===== src/rtl/core/madt_local_apic_record_walker_unit_assert.svh =====
// Assertion shorthands for the walker RTL.
// Every macro samples on the rising edge of clk and is masked during rst.
`ifndef MADT_LOCAL_APIC_RECORD_WALKER_UNIT_ASSERT_SVH
`define MADT_LOCAL_APIC_RECORD_WALKER_UNIT_ASSERT_SVH

// A condition that must hold at every edge.
`define MADTLW_HOLDS(label, cond, msg) \
  label: assert property (@(posedge clk) disable iff (rst) (cond)) else $error(msg);

// The consequent must hold at the same edge as the antecedent.
`define MADTLW_IMPLIES(label, ante, cons, msg) \
  label: assert property (@(posedge clk) disable iff (rst) (ante) |-> (cons)) \
    else $error(msg);

// The consequent must hold at the edge after the antecedent.
`define MADTLW_FOLLOWS(label, ante, cons, msg) \
  label: assert property (@(posedge clk) disable iff (rst) (ante) |=> (cons)) \
    else $error(msg);

`endif


===== src/rtl/core/madtlw_pkg.sv =====
package madtlw_pkg;

  localparam int MAX_CPUS_DEF = 16;

  localparam logic [31:0] WALK_START  = 32'd44;
  localparam logic [31:0] LAST_SHORT  = 32'd43;
  localparam logic [7:0]  ENABLE_MASK = 8'h01;
  localparam logic [7:0]  TYPE_LAPIC  = 8'h00;
  localparam logic [7:0]  LAPIC_MIN   = 8'd8;
  localparam logic [7:0]  RECORD_MIN  = 8'd2;

  typedef enum logic [1:0] {
    KIND_CPU  = 2'd0,
    KIND_DONE = 2'd1,
    KIND_BAD  = 2'd2
  } kind_t;

  typedef struct packed {
    logic [31:0] byte_offset;
    logic [31:0] table_length;
    logic [31:0] base_address;
    logic [31:0] record_start;
    logic [7:0]  record_type;
    logic [7:0]  record_length;
    logic [7:0]  held_processor_uid;
    logic [7:0]  held_apic_ident;
    logic        walk_stopped;
  } walk_state_t;

  typedef struct packed {
    kind_t       kind;
    logic [3:0]  slot;
    logic [7:0]  processor_uid;
    logic [7:0]  apic_ident;
    logic        is_enabled;
    logic        is_bootstrap;
    logic [4:0]  cpus_total;
    logic [31:0] controller_base;
  } result_t;

endpackage


===== src/rtl/core/madtlw_in_if.sv =====
interface madtlw_in_if;
  logic       valid;
  logic       ready;
  logic [7:0] table_byte;
  logic       first_byte;

  modport source (output valid, output table_byte, output first_byte, input ready);
  modport sink (input valid, input table_byte, input first_byte, output ready);
endinterface


===== src/rtl/core/madtlw_out_if.sv =====
interface madtlw_out_if;
  logic        valid;
  logic        ready;
  logic [1:0]  kind;
  logic [3:0]  slot;
  logic [7:0]  processor_uid;
  logic [7:0]  apic_ident;
  logic        is_enabled;
  logic        is_bootstrap;
  logic [4:0]  cpus_total;
  logic [31:0] controller_base;

  modport source (
    output valid, output kind, output slot, output processor_uid, output apic_ident,
    output is_enabled, output is_bootstrap, output cpus_total, output controller_base,
    input ready
  );
  modport sink (
    input valid, input kind, input slot, input processor_uid, input apic_ident,
    input is_enabled, input is_bootstrap, input cpus_total, input controller_base,
    output ready
  );
endinterface


===== src/rtl/core/madtlw_step.sv =====
module madtlw_step #(
  parameter int MAX_CPUS = madtlw_pkg::MAX_CPUS_DEF,
  localparam int CW = $clog2(MAX_CPUS + 1)
) (
  input  madtlw_pkg::walk_state_t cur,
  input  logic [CW-1:0]           cpus_cur,
  input  logic [7:0]              table_byte,
  input  logic                    first_byte,
  output madtlw_pkg::walk_state_t nxt,
  output logic [CW-1:0]           cpus_nxt,
  output logic                    emit,
  output madtlw_pkg::result_t     result
);
  import madtlw_pkg::*;

  localparam logic [CW-1:0] CPU_CAP = CW'(MAX_CPUS);

  walk_state_t st;
  logic [CW-1:0] cpus;
  logic [31:0] offs;
  logic [31:0] rec_pos;
  logic [31:0] end_last;
  logic [32:0] rec_end;
  logic [7:0]  rec_len;
  logic        walking;
  logic        bad;
  logic        cpu_hit;
  logic        done;
  logic        en;

  always_comb begin
    // restart on the first byte of a table
    st = cur;
    cpus = cpus_cur;
    if (first_byte) begin
      st = '0;
      st.record_start = WALK_START;
      cpus = '0;
    end

    offs = st.byte_offset;
    rec_pos = offs - st.record_start;
    walking = (offs >= WALK_START) && (st.table_length >= WALK_START);
    rec_len = (rec_pos == 32'd1) ? table_byte : st.record_length;
    rec_end = {1'b0, st.record_start} + {25'd0, table_byte};
    en = |(table_byte & ENABLE_MASK);
    end_last = (st.table_length < WALK_START) ? LAST_SHORT : (st.table_length - 32'd1);

    bad = walking && (rec_pos == 32'd1)
          && ((table_byte < RECORD_MIN) || (rec_end > {1'b0, st.table_length}));
    cpu_hit = walking && (rec_pos == 32'd4) && (st.record_type == TYPE_LAPIC)
              && (st.record_length >= LAPIC_MIN) && (cpus < CPU_CAP);

    nxt = st;
    cpus_nxt = cpus;
    emit = 1'b0;
    done = 1'b0;
    result = '0;

    if (!st.walk_stopped) begin
      nxt.byte_offset = offs + 32'd1;
      if (offs[31:2] == 30'd1) begin
        nxt.table_length[8*offs[1:0] +: 8] = st.table_length[8*offs[1:0] +: 8] | table_byte;
      end
      if (offs[31:2] == 30'd9) begin
        nxt.base_address[8*offs[1:0] +: 8] = st.base_address[8*offs[1:0] +: 8] | table_byte;
      end

      if (walking) begin
        unique case (rec_pos)
          32'd0:   nxt.record_type = table_byte;
          32'd1:   nxt.record_length = table_byte;
          32'd2:   nxt.held_processor_uid = table_byte;
          32'd3:   nxt.held_apic_ident = table_byte;
          default: ;
        endcase
        // advance to the next record on its last byte
        if (!bad && (rec_pos != 32'd0) && ((rec_pos + 32'd1) == {24'd0, rec_len})) begin
          nxt.record_start = st.record_start + {24'd0, rec_len};
        end
      end

      done = !bad && !cpu_hit && (offs >= 32'd7) && (offs == end_last);

      priority if (bad) begin
        emit = 1'b1;
        nxt.walk_stopped = 1'b1;
        result.kind = KIND_BAD;
        result.cpus_total = 5'(cpus);
      end else if (cpu_hit) begin
        emit = 1'b1;
        cpus_nxt = cpus + CW'(1);
        result.kind = KIND_CPU;
        result.slot = 4'(cpus);
        result.processor_uid = st.held_processor_uid;
        result.apic_ident = st.held_apic_ident;
        result.is_enabled = en;
        result.is_bootstrap = en && (cpus == '0);
      end else if (done) begin
        emit = 1'b1;
        nxt.walk_stopped = 1'b1;
        result.kind = KIND_DONE;
        result.cpus_total = 5'(cpus);
      end
      result.controller_base = nxt.base_address;
    end
  end

endmodule


===== src/rtl/core/madt_local_apic_record_walker_unit.sv =====
// Channel | Dir | Carries
// --------+-----+---------------------------------------------------------
// feed    | in  | table_byte, first_byte: one table byte per request
// report  | out | kind, slot, processor_uid, apic_ident, is_enabled,
//         |     | is_bootstrap, cpus_total, controller_base
//
// One byte per cycle sustained while report is not stalled; a byte is held in the input
// register, then the parse logic writes its result into the result register.
// The throughput is set by the single parse step between those two registers.
// rst clears the parse state; bytes are ignored until one arrives with first_byte set.
// A stalled report holds the result and the byte in the input register, so
// feed.ready drops when both registers are full and report is not taken.
`include "madt_local_apic_record_walker_unit_assert.svh"

module madt_local_apic_record_walker_unit #(
  parameter int MAX_CPUS = madtlw_pkg::MAX_CPUS_DEF
) (
  input logic         clk,
  input logic         rst,
  madtlw_in_if.sink   feed,
  madtlw_out_if.source report
);
  import madtlw_pkg::*;

  localparam int CW = $clog2(MAX_CPUS + 1);
  localparam walk_state_t ST_RESET = '{
    record_start: WALK_START,
    walk_stopped: 1'b1,
    default: '0
  };

  logic          s1_valid;
  logic [7:0]    s1_byte;
  logic          s1_first;
  walk_state_t   st;
  walk_state_t   st_next;
  logic [CW-1:0] cpus_added;
  logic [CW-1:0] cpus_added_next;
  logic          res_valid;
  result_t       res;
  result_t       res_next;
  logic          emit;
  logic          advance;
  logic          end_emit;
  logic          cpu_emit;
  logic          pipe_full;

  assign advance = s1_valid && (!res_valid || report.ready);
  assign feed.ready = !s1_valid || advance;

  madtlw_step #(.MAX_CPUS(MAX_CPUS)) u_step (
    .cur        (st),
    .cpus_cur   (cpus_added),
    .table_byte (s1_byte),
    .first_byte (s1_first),
    .nxt        (st_next),
    .cpus_nxt   (cpus_added_next),
    .emit       (emit),
    .result     (res_next)
  );

  always_ff @(posedge clk) begin
    if (rst) begin
      s1_valid <= 1'b0;
    end else if (feed.valid && feed.ready) begin
      s1_valid <= 1'b1;
    end else if (advance) begin
      s1_valid <= 1'b0;
    end
  end

  always_ff @(posedge clk) begin
    if (feed.valid && feed.ready) begin
      s1_byte <= feed.table_byte;
      s1_first <= feed.first_byte;
    end
  end

  always_ff @(posedge clk) begin
    if (rst) begin
      st <= ST_RESET;
      cpus_added <= '0;
    end else if (advance) begin
      st <= st_next;
      cpus_added <= cpus_added_next;
    end
  end

  always_ff @(posedge clk) begin
    if (rst) begin
      res_valid <= 1'b0;
    end else if (advance) begin
      res_valid <= emit;
    end else if (report.ready) begin
      res_valid <= 1'b0;
    end
  end

  always_ff @(posedge clk) begin
    if (advance && emit) begin
      res <= res_next;
    end
  end

  assign report.valid = res_valid;
  assign report.kind = res.kind;
  assign report.slot = res.slot;
  assign report.processor_uid = res.processor_uid;
  assign report.apic_ident = res.apic_ident;
  assign report.is_enabled = res.is_enabled;
  assign report.is_bootstrap = res.is_bootstrap;
  assign report.cpus_total = res.cpus_total;
  assign report.controller_base = res.controller_base;

  assign end_emit = advance && emit && (res_next.kind != KIND_CPU);
  assign cpu_emit = advance && emit && (res_next.kind == KIND_CPU);
  assign pipe_full = s1_valid && res_valid && !report.ready;

  `MADTLW_HOLDS(a_cpu_cap, cpus_added <= CW'(MAX_CPUS), "cpu count above capacity")
  `MADTLW_FOLLOWS(a_end_stops, end_emit, st.walk_stopped, "walk still running after end result")
  `MADTLW_FOLLOWS(a_cpu_count, cpu_emit, cpus_added == CW'($past(cpus_added) + 1'b1), "cpu not counted")
  `MADTLW_IMPLIES(a_stall_src, !feed.ready, pipe_full, "input stalled without full pipe")

endmodule


===== src/flat_wrapper.sv =====
// flat-port wrapper written by rule: the top's interface ports become plain ports
module madt_local_apic_record_walker_unit_flat import madtlw_pkg::*;
#(
  parameter int MAX_CPUS = madtlw_pkg::MAX_CPUS_DEF
)
  (clk, rst, feed_valid, feed_table_byte, feed_first_byte, feed_ready, report_valid, report_kind, report_slot, report_processor_uid, report_apic_ident, report_is_enabled, report_is_bootstrap, report_cpus_total, report_controller_base, report_ready);
  madtlw_in_if feed_i ();
  madtlw_out_if report_i ();
  input logic clk;
  input logic rst;
  input wire logic [$bits(feed_i.valid)-1:0] feed_valid;
  input wire logic [$bits(feed_i.table_byte)-1:0] feed_table_byte;
  input wire logic [$bits(feed_i.first_byte)-1:0] feed_first_byte;
  output wire logic [$bits(feed_i.ready)-1:0] feed_ready;
  output wire logic [$bits(report_i.valid)-1:0] report_valid;
  output wire logic [$bits(report_i.kind)-1:0] report_kind;
  output wire logic [$bits(report_i.slot)-1:0] report_slot;
  output wire logic [$bits(report_i.processor_uid)-1:0] report_processor_uid;
  output wire logic [$bits(report_i.apic_ident)-1:0] report_apic_ident;
  output wire logic [$bits(report_i.is_enabled)-1:0] report_is_enabled;
  output wire logic [$bits(report_i.is_bootstrap)-1:0] report_is_bootstrap;
  output wire logic [$bits(report_i.cpus_total)-1:0] report_cpus_total;
  output wire logic [$bits(report_i.controller_base)-1:0] report_controller_base;
  input wire logic [$bits(report_i.ready)-1:0] report_ready;
  assign feed_i.valid = feed_valid;
  assign feed_i.table_byte = feed_table_byte;
  assign feed_i.first_byte = feed_first_byte;
  assign feed_ready = feed_i.ready;
  assign report_valid = report_i.valid;
  assign report_kind = report_i.kind;
  assign report_slot = report_i.slot;
  assign report_processor_uid = report_i.processor_uid;
  assign report_apic_ident = report_i.apic_ident;
  assign report_is_enabled = report_i.is_enabled;
  assign report_is_bootstrap = report_i.is_bootstrap;
  assign report_cpus_total = report_i.cpus_total;
  assign report_controller_base = report_i.controller_base;
  assign report_i.ready = report_ready;
  madt_local_apic_record_walker_unit #(.MAX_CPUS(MAX_CPUS)) u_core (.clk(clk), .rst(rst), .feed(feed_i), .report(report_i));
endmodule

===== config.mk =====
export PLATFORM = sky130hd
export DESIGN_NAME = madt_local_apic_record_walker_unit_flat
export DESIGN_NICKNAME = d
export VERILOG_FILES = /design/src/rtl/core/madtlw_pkg.sv /design/src/rtl/core/madtlw_in_if.sv /design/src/rtl/core/madtlw_out_if.sv /design/src/rtl/core/madtlw_step.sv /design/src/rtl/core/madt_local_apic_record_walker_unit.sv /design/src/flat_wrapper.sv
export VERILOG_INCLUDE_DIRS = /design/src /design/src/rtl/core
export SDC_FILE = /design/constraint.sdc
export NUM_CORES = 1
export LEC_CHECK = 0
export ABC_CLOCK_PERIOD_IN_PS = 12000
export BUFFER_PORTS_ARGS = -buffer_cell sky130_fd_sc_hd__clkbuf_2
export CORE_AREA = 2 2 218 220
export DETAILED_ROUTE_END_ITERATION = 7
export DIE_AREA = 0 0 220 222
export PLACE_DENSITY = 0.53
export SLEW_MARGIN = 30
export SYNTH_ARGS = -nofsm -noshare
export SYNTH_HDL_FRONTEND = slang
export SYNTH_SLANG_ARGS = --single-unit

===== constraint.sdc =====
create_clock -name clk -period 12 [get_ports clk]
set_input_delay 1.2 -clock clk [delete_from_list [all_inputs] [get_ports clk]]
set_output_delay 1.2 -clock clk [all_outputs]
set_load 0.02 [all_outputs]

# == Word level (Yosys, flattened, before mapping) ==
# Cells that the tools add are included.
# word_totals
wordCells,119
rom_bits,0
mem_count,0
input_bits,13
mem_bits_rw,0
reg_bits,238
latch_bits,0
output_inout_bits,63
# op_classes
shifts,5
reduce_logical,31
n_lt_le_gt_ge,8
multipliers,0
bitwise,3
n_mux,33
n_addsub,8
n_div,0
n_eq_ne,8
# ops
cell,count
$mux W161,2
$mux W32,4
$shiftx A8 B34 Y32,2
$add A32 B1 Y32 const B,2
$bwmux W32,2
$eq A32 B2 Y1 const B,2
$ge A32 B6 Y1 const B,2
$mux W64,1
$shiftx A32 B6 Y8,2
$mux W5,7
$neg A5 Y34,1
$shift A8 B34 Y32 const A,1
$add A32 B8 Y33,1
$gt A33 B32 Y1,1
$add A32 B8 Y32,1
$eq A32 B1 Y1 const B,1
$eq A32 B3 Y1 const B,1
$eq A32 B32 Y1,1
$eq A32 B8 Y1,1
$ge A32 B3 Y1 const B,1
$logic_not A32 Y1,1
$lt A32 B6 Y1 const B,1
$mux W8,4
$reduce_bool A32 Y1,1
19 further kinds,53

# == Longest topological paths before layout ==
# logic_depth
depth_word,16
ltp_mapped,48

# == Hierarchy ==
# A second synthesis with hierarchy kept.
# hier_totals
hier_cells,2729
area_unflattened_um2,21544.4
# by_module_without_submodules
mod,cells_each,instances,seq_area_each_um2,area_each_um2
madtlw_step,1927,1,0.0,11910.2
madt_local_apic_record_walker_unit,802,1,5465.2,9634.2

# == Worst setup path before layout ==
# OpenSTA, ideal clock, no wires.
# synth_timing
kind,register to register
startpoint,register u_core.s1_first
endpoint,register u_core.res (netlist bit u_core.report.apic_ident[0]) (enable)
t_arrival_ns,11.563
setup_slack_ns,-0.065
path_stages_with_launch,33
n_path_buf,16
setup_time_ns,0.502
synth_period_minus_slack_ns,12.065
cell_sequence,edfxtp_1 > buf_2 > buf_6 > buf_2 > buf_2 > buf_1 > clkbuf_1 > buf_1 > clkbuf_1 > clkbuf_1 > buf_1 > buf_1 > buf_1 > clkbuf_1 > buf_1 > clkbuf_1 > buf_1 > nor2b_1 > ha_1 > inv_1 > fa_1 > a21boi_1 > o31a_1 > nor3b_2 > o21ai_1 > or3_1 > and3_1 > or3_4 > or4_1 > or4_1 > or4_1 > a21boi_0 > a21oi_1
# synth_between
elab_chain_len,16
word_cells_on_any_way,35
# synth_lines
item,line,text
start: declaration,madt_local_apic_record_walker_unit.sv:34,logic s1_first;
start signal: assignment,madt_local_apic_record_walker_unit.sv:75,s1_first <= feed.first_byte;
branches (longest 14 deep; another with $add A32 B8 Y33),-,
$mux W1 *,madtlw_step.sv:60,if (!st.walk_stopped) begin
$logic_and A1 B1 Y1 *,madt_local_apic_record_walker_unit.sv:100,if (advance && emit) begin
end signal: assignment,madt_local_apic_record_walker_unit.sv:101,res <= res_next;
end: declaration,madt_local_apic_record_walker_unit.sv:40,result_t res;
# Mark *: on every way between the ends.
# A chain may end at the register's enable or synchronous reset.

# == Final worst setup path ==
# layout_timing
startpoint,register u_core.s1_first
endpoint,register u_core.st[50] (netlist bit)
# layout_between
elab_chain_len,11
word_cells_on_any_way,22
# layout_lines
item,line,text
$mux W161 *,madtlw_step.sv:35,if (first_byte) begin
branches (longest 9 deep; another with $sub A32 B32 Y32),-,
$mux W161 *,madtlw_step.sv:60,
end signal: assignment,madt_local_apic_record_walker_unit.sv:84,st <= st_next;
end: declaration,madt_local_apic_record_walker_unit.sv:35,walk_state_t st;
# Marked as above.

==> flow_summary.toml <==
[status]
status = "finished, final reports clean"

[synth]
synth_top_area_cell = "dfxtp_1"
synth_nets = 2444
ys_async_sr_fraction_pct = 0
ys_warn_count = 0
syn-instance-count = 2350
yosys.area_share.adder_pct = 5.73
synthSimpleGateAreaFrac_pct = 29.5
synth_seq_cells = 238
synth.area.top_cells = "dfxtp_1 18%, edfxtp_1 11%, nor2_1 6.9%"
synthesis.area_mm2 = 0.0183
synth_area_per_cell_um2 = 7.80
synthFlopType = "dfxtp_1"
synthMuxAreaShare_pct = 3.47
ys_seq_area_share_pct = 29.8
synth_cell_type_count = 101
synth_compound_area_share_pct = 20.5
synth_edf_count = 70
synth_top_family_by_area = "simple AND/OR/NAND/NOR gates"
synth_xor_area_share_pct = 6.34
netlist.area_leader.share_pct = 18.3

[setup_path]
worstSetupPathType = "flop to flop"
worstPathCellList = "buf_12 > clkinv_2 > nand2_1 > ha_1 > inv_1 > fa_1 > a21boi_1 > o31ai_1 > a21boi_1 > nor2_1 > o31ai_1 > o21ai_1 > xor2_1 > or4_1 > or4b_1 > mux2_2 > xnor2_1 > or4_1 > nor4_2 > nand3_1 > nor4_1 > mux2_2"
r2r_setup_slack_ns = 2.66
startpoint = "u_core.s1_first"
startpoint_type = "flop"
worst_ep_arrival_time_ns = 9.82
r2r-start = "u_core.s1_first"
cp_top_family = "simple AND/OR/NAND/NOR gates"
cp.required_ns = 12.47
cp_max_fo = 158
critPathBufInv = 3
cpPeakStageDelay_ns = 0.88
reg2regPathDepth = 22
worstReg2RegEnd = "u_core.st[50]"
worstSetupEndpointType = "flop"
critPathSlowestCell = "or4b_1"

[power_and_ir_drop]
p_leak_nw = 7.41
power_density_mw_per_mm2 = 90.9
vdd_drop_max_uv = 98.2

[clock_tree]
cts_root_buf = "clkbuf_16"
post_cts_buffers = 0
numCtsBuffers = 28
cts_resized = 0
htree_levels = 1
cts_buffer_depth = 3
clock_latency_ns = 0.58
clock_sinks = 238
cts_tree = "done"
cts_hold_buf = 0
clk_pin_slew_worst_paths_ns = 0.07

[placed_design]
dp.cells = 2918
port_buffers = 75
hpwl_mm = 49.9
globalplace.congestion = 0.961

[global_route]
antenna_found_initial = 1
grt_max_degree = 159
grt_overflow_total = 0
grtUsageTotal_pct = 26.6
grt_pass1_vias = 16800
grt_pass1_wl_mm = 102

[floorplan]
die-area_mm2 = 0.0488
core_mm2 = 0.0463
die_x_um = 220
rows = 79
die_height_um = 222
start_util_pct = 39.6
ioPinCount = 76

[job]
max_cap_violations = 0

[detailed_routing]
vias_per_cell = 6.09
routed_wirelength_mm = 66.1
ant_nets = 0
remaining_drc_errors = 0
drtIter0Drc = 1786
drt-wirelength-per-cell_um = 22.2
vias = 18100
first_pass_iters = 6

[timing]
hold_viol = 0
tns_ns = 0
worst_slew_pin_slew_ns = 0.983
period_minus_slack_ns = 9.34
maxSlewViolCount = 0
rsz0062_at_grt = "no"
fin_worst_skew_ns = 0.0145
maxSlewHeadroom_pct = 32.8
setup_viol = 0
final.period_utilization_pct = 77.9
max_freq_ghz = 0.107

[worst_hold_path]
hold_start = "u_core.cpus_added[1]"
hold_path_class = "flop to flop"
hold_depth = 2
worstHoldEndpoint = "u_core.cpus_added[1]"

[cells_and_area]
multi_input_area_mm2 = 0.0121
regArea_mm2 = 0.00547
layout-drive-gt1-share_pct = 8.25
nFillCells = 4692
antennaDiodeCount = 0
nets = 2435
fin_cells = 2970
area_growth_pct = 9.24
==> worst max path at each step <==
stage | to | slack (ns) | depth (start not counted)
3_3_place_gp | u_core.st[48] | 2.99 | 22
4_1_cts | u_core.st[48] | 2.67 | 22
5_1_grt | u_core.st[48] | 1.94 | 22
2_1_floorplan | u_core.report.apic_ident[0] | 1.31 | 32
6_report | u_core.st[50] | 2.66 | 22
3_5_place_dp | u_core.st[50] | 2.70 | 22
==> cells in the mapped netlist (7+ instances only) <==
library cell / n
a2111oi_0: 7
a31oi_1: 24
and3_1: 23
a211o_1: 7
nand2b_1: 35
mux2i_1: 11
o31ai_1: 11
xor2_1: 42
or3_1: 36
a211oi_1: 13
nand3_1: 84
o211ai_1: 19
nand2_1: 229
edfxtp_1: 70
and4_1: 11
nor3b_1: 7
o21ai_1: 14
o21bai_1: 8
a22oi_1: 117
dfxtp_1: 168
clkbuf_1: 95
inv_1: 75
o21a_1: 12
and2_1: 45
mux2_1: 8
a21oi_1: 117
xnor2_1: 89
nor3_1: 78
or2_2: 12
ha_1: 80
o21ai_0: 79
buf_1: 17
nor2_1: 339
buf_2: 14
a21o_1: 29
mux4_2: 15
nand4_1: 43
or4_1: 10
nor4_1: 37
o2111ai_1: 8
nor2b_1: 63
==> state kept, by name, summed over array words and instances, names as in the netlist <==
register	cells
u_core.report.kind	2
u_core.cpus_added	5
u_core.st	161
u_core.report.apic_ident	8
u_core.s1_byte	8
u_core.s1_valid	1
u_core.report.processor_uid	8
u_core.report.slot	4
u_core.report.controller_base	32
u_core.report.is_bootstrap	1
u_core.report.is_enabled	1
u_core.report.cpus_total	5
u_core.report.valid	1
u_core.s1_first	1
==> cells in the final DEF (no fill, tap or decap), types with 35 or more instances in the layout <==
| master | instances |
|---|---|
| o21ai_0 | 79 |
| nor2b_1 | 62 |
| xnor2_1 | 89 |
| dfxtp_1 | 168 |
| a22oi_1 | 117 |
| edfxtp_1 | 70 |
| nor3_1 | 77 |
| or3_1 | 36 |
| inv_1 | 75 |
| nand2_1 | 228 |
| clkbuf_2 | 74 |
| nand2b_1 | 35 |
| a21oi_1 | 116 |
| nand4_1 | 43 |
| nor2_1 | 339 |
| ha_1 | 80 |
| nand3_1 | 84 |
| and2_1 | 45 |
| xor2_1 | 42 |
| nor4_1 | 36 |
==> layout make-up <==
type,count,share of cell area (%)
Sequential cell,238,27.3
Clock inverter,18,0.893
Multi-Input combinational cell,1903,60.2
Tap cell,607,3.79
Timing Repair Buffer,93,2.64
Inverter,77,1.45
Clock buffer,34,3.71
==> where the power goes <==
part / internal, mW / switching [mW] / leakage, nW / total [mW]
logic: 0.0315 / 0.0958 / 4.81 / 0.127
registers: 0.827 / 0.0122 / 2.15 / 0.839
clock network: 0.489 / 0.367 / 0.446 / 0.855
==> through the flow <==
step | instance area [um2] | hold slack [ns] | total power [mW] | worst slack [ns] | util (%)
after CTS | 20000 | 0.459 | 1.83 | 2.67 | 43.3
after global routing | 20000 | 0.496 | 1.88 | 1.94 | 43.3
after detailed placement | 19100 | 0.450 | 0.981 | 2.70 | 41.3
after floorplan | 18300 | 0.432 | 0.935 | 1.31 | -
final | 20000 | 0.454 | 1.82 | 2.66 | 43.3
after global placement | 19100 | 0.438 | 0.980 | 2.99 | 41.3
==> per-layer routing <==
metal	vias to the layer above	GRT usage [%]	wire (um)	share of wire, %
met5	-	0	0	0
met3	120	3.24	4380	6.6
met4	0	8.98	2390	3.6
met1	8642	37.2	29500	45
li1	8563	-	-	-
met2	749	42.1	29800	45
==> logic make-up after synthesis <==
kind of cell	count (synthesis)
compound gates	552
xor+xnor	132
fa+ha+maj	84
buf+inv	209
flops	238
mux	42
simple gates	1093
==> worst min-delay path, delay by kind of cell, from the launching register on <==
kind | cells | cell delay [ns]
DFF | 1 | 0.31
and+or+nand+nor | 1 | 0.05
AOI/OAI and AO/OA | 1 | 0.05
Power figures use the tool's default switching activity.
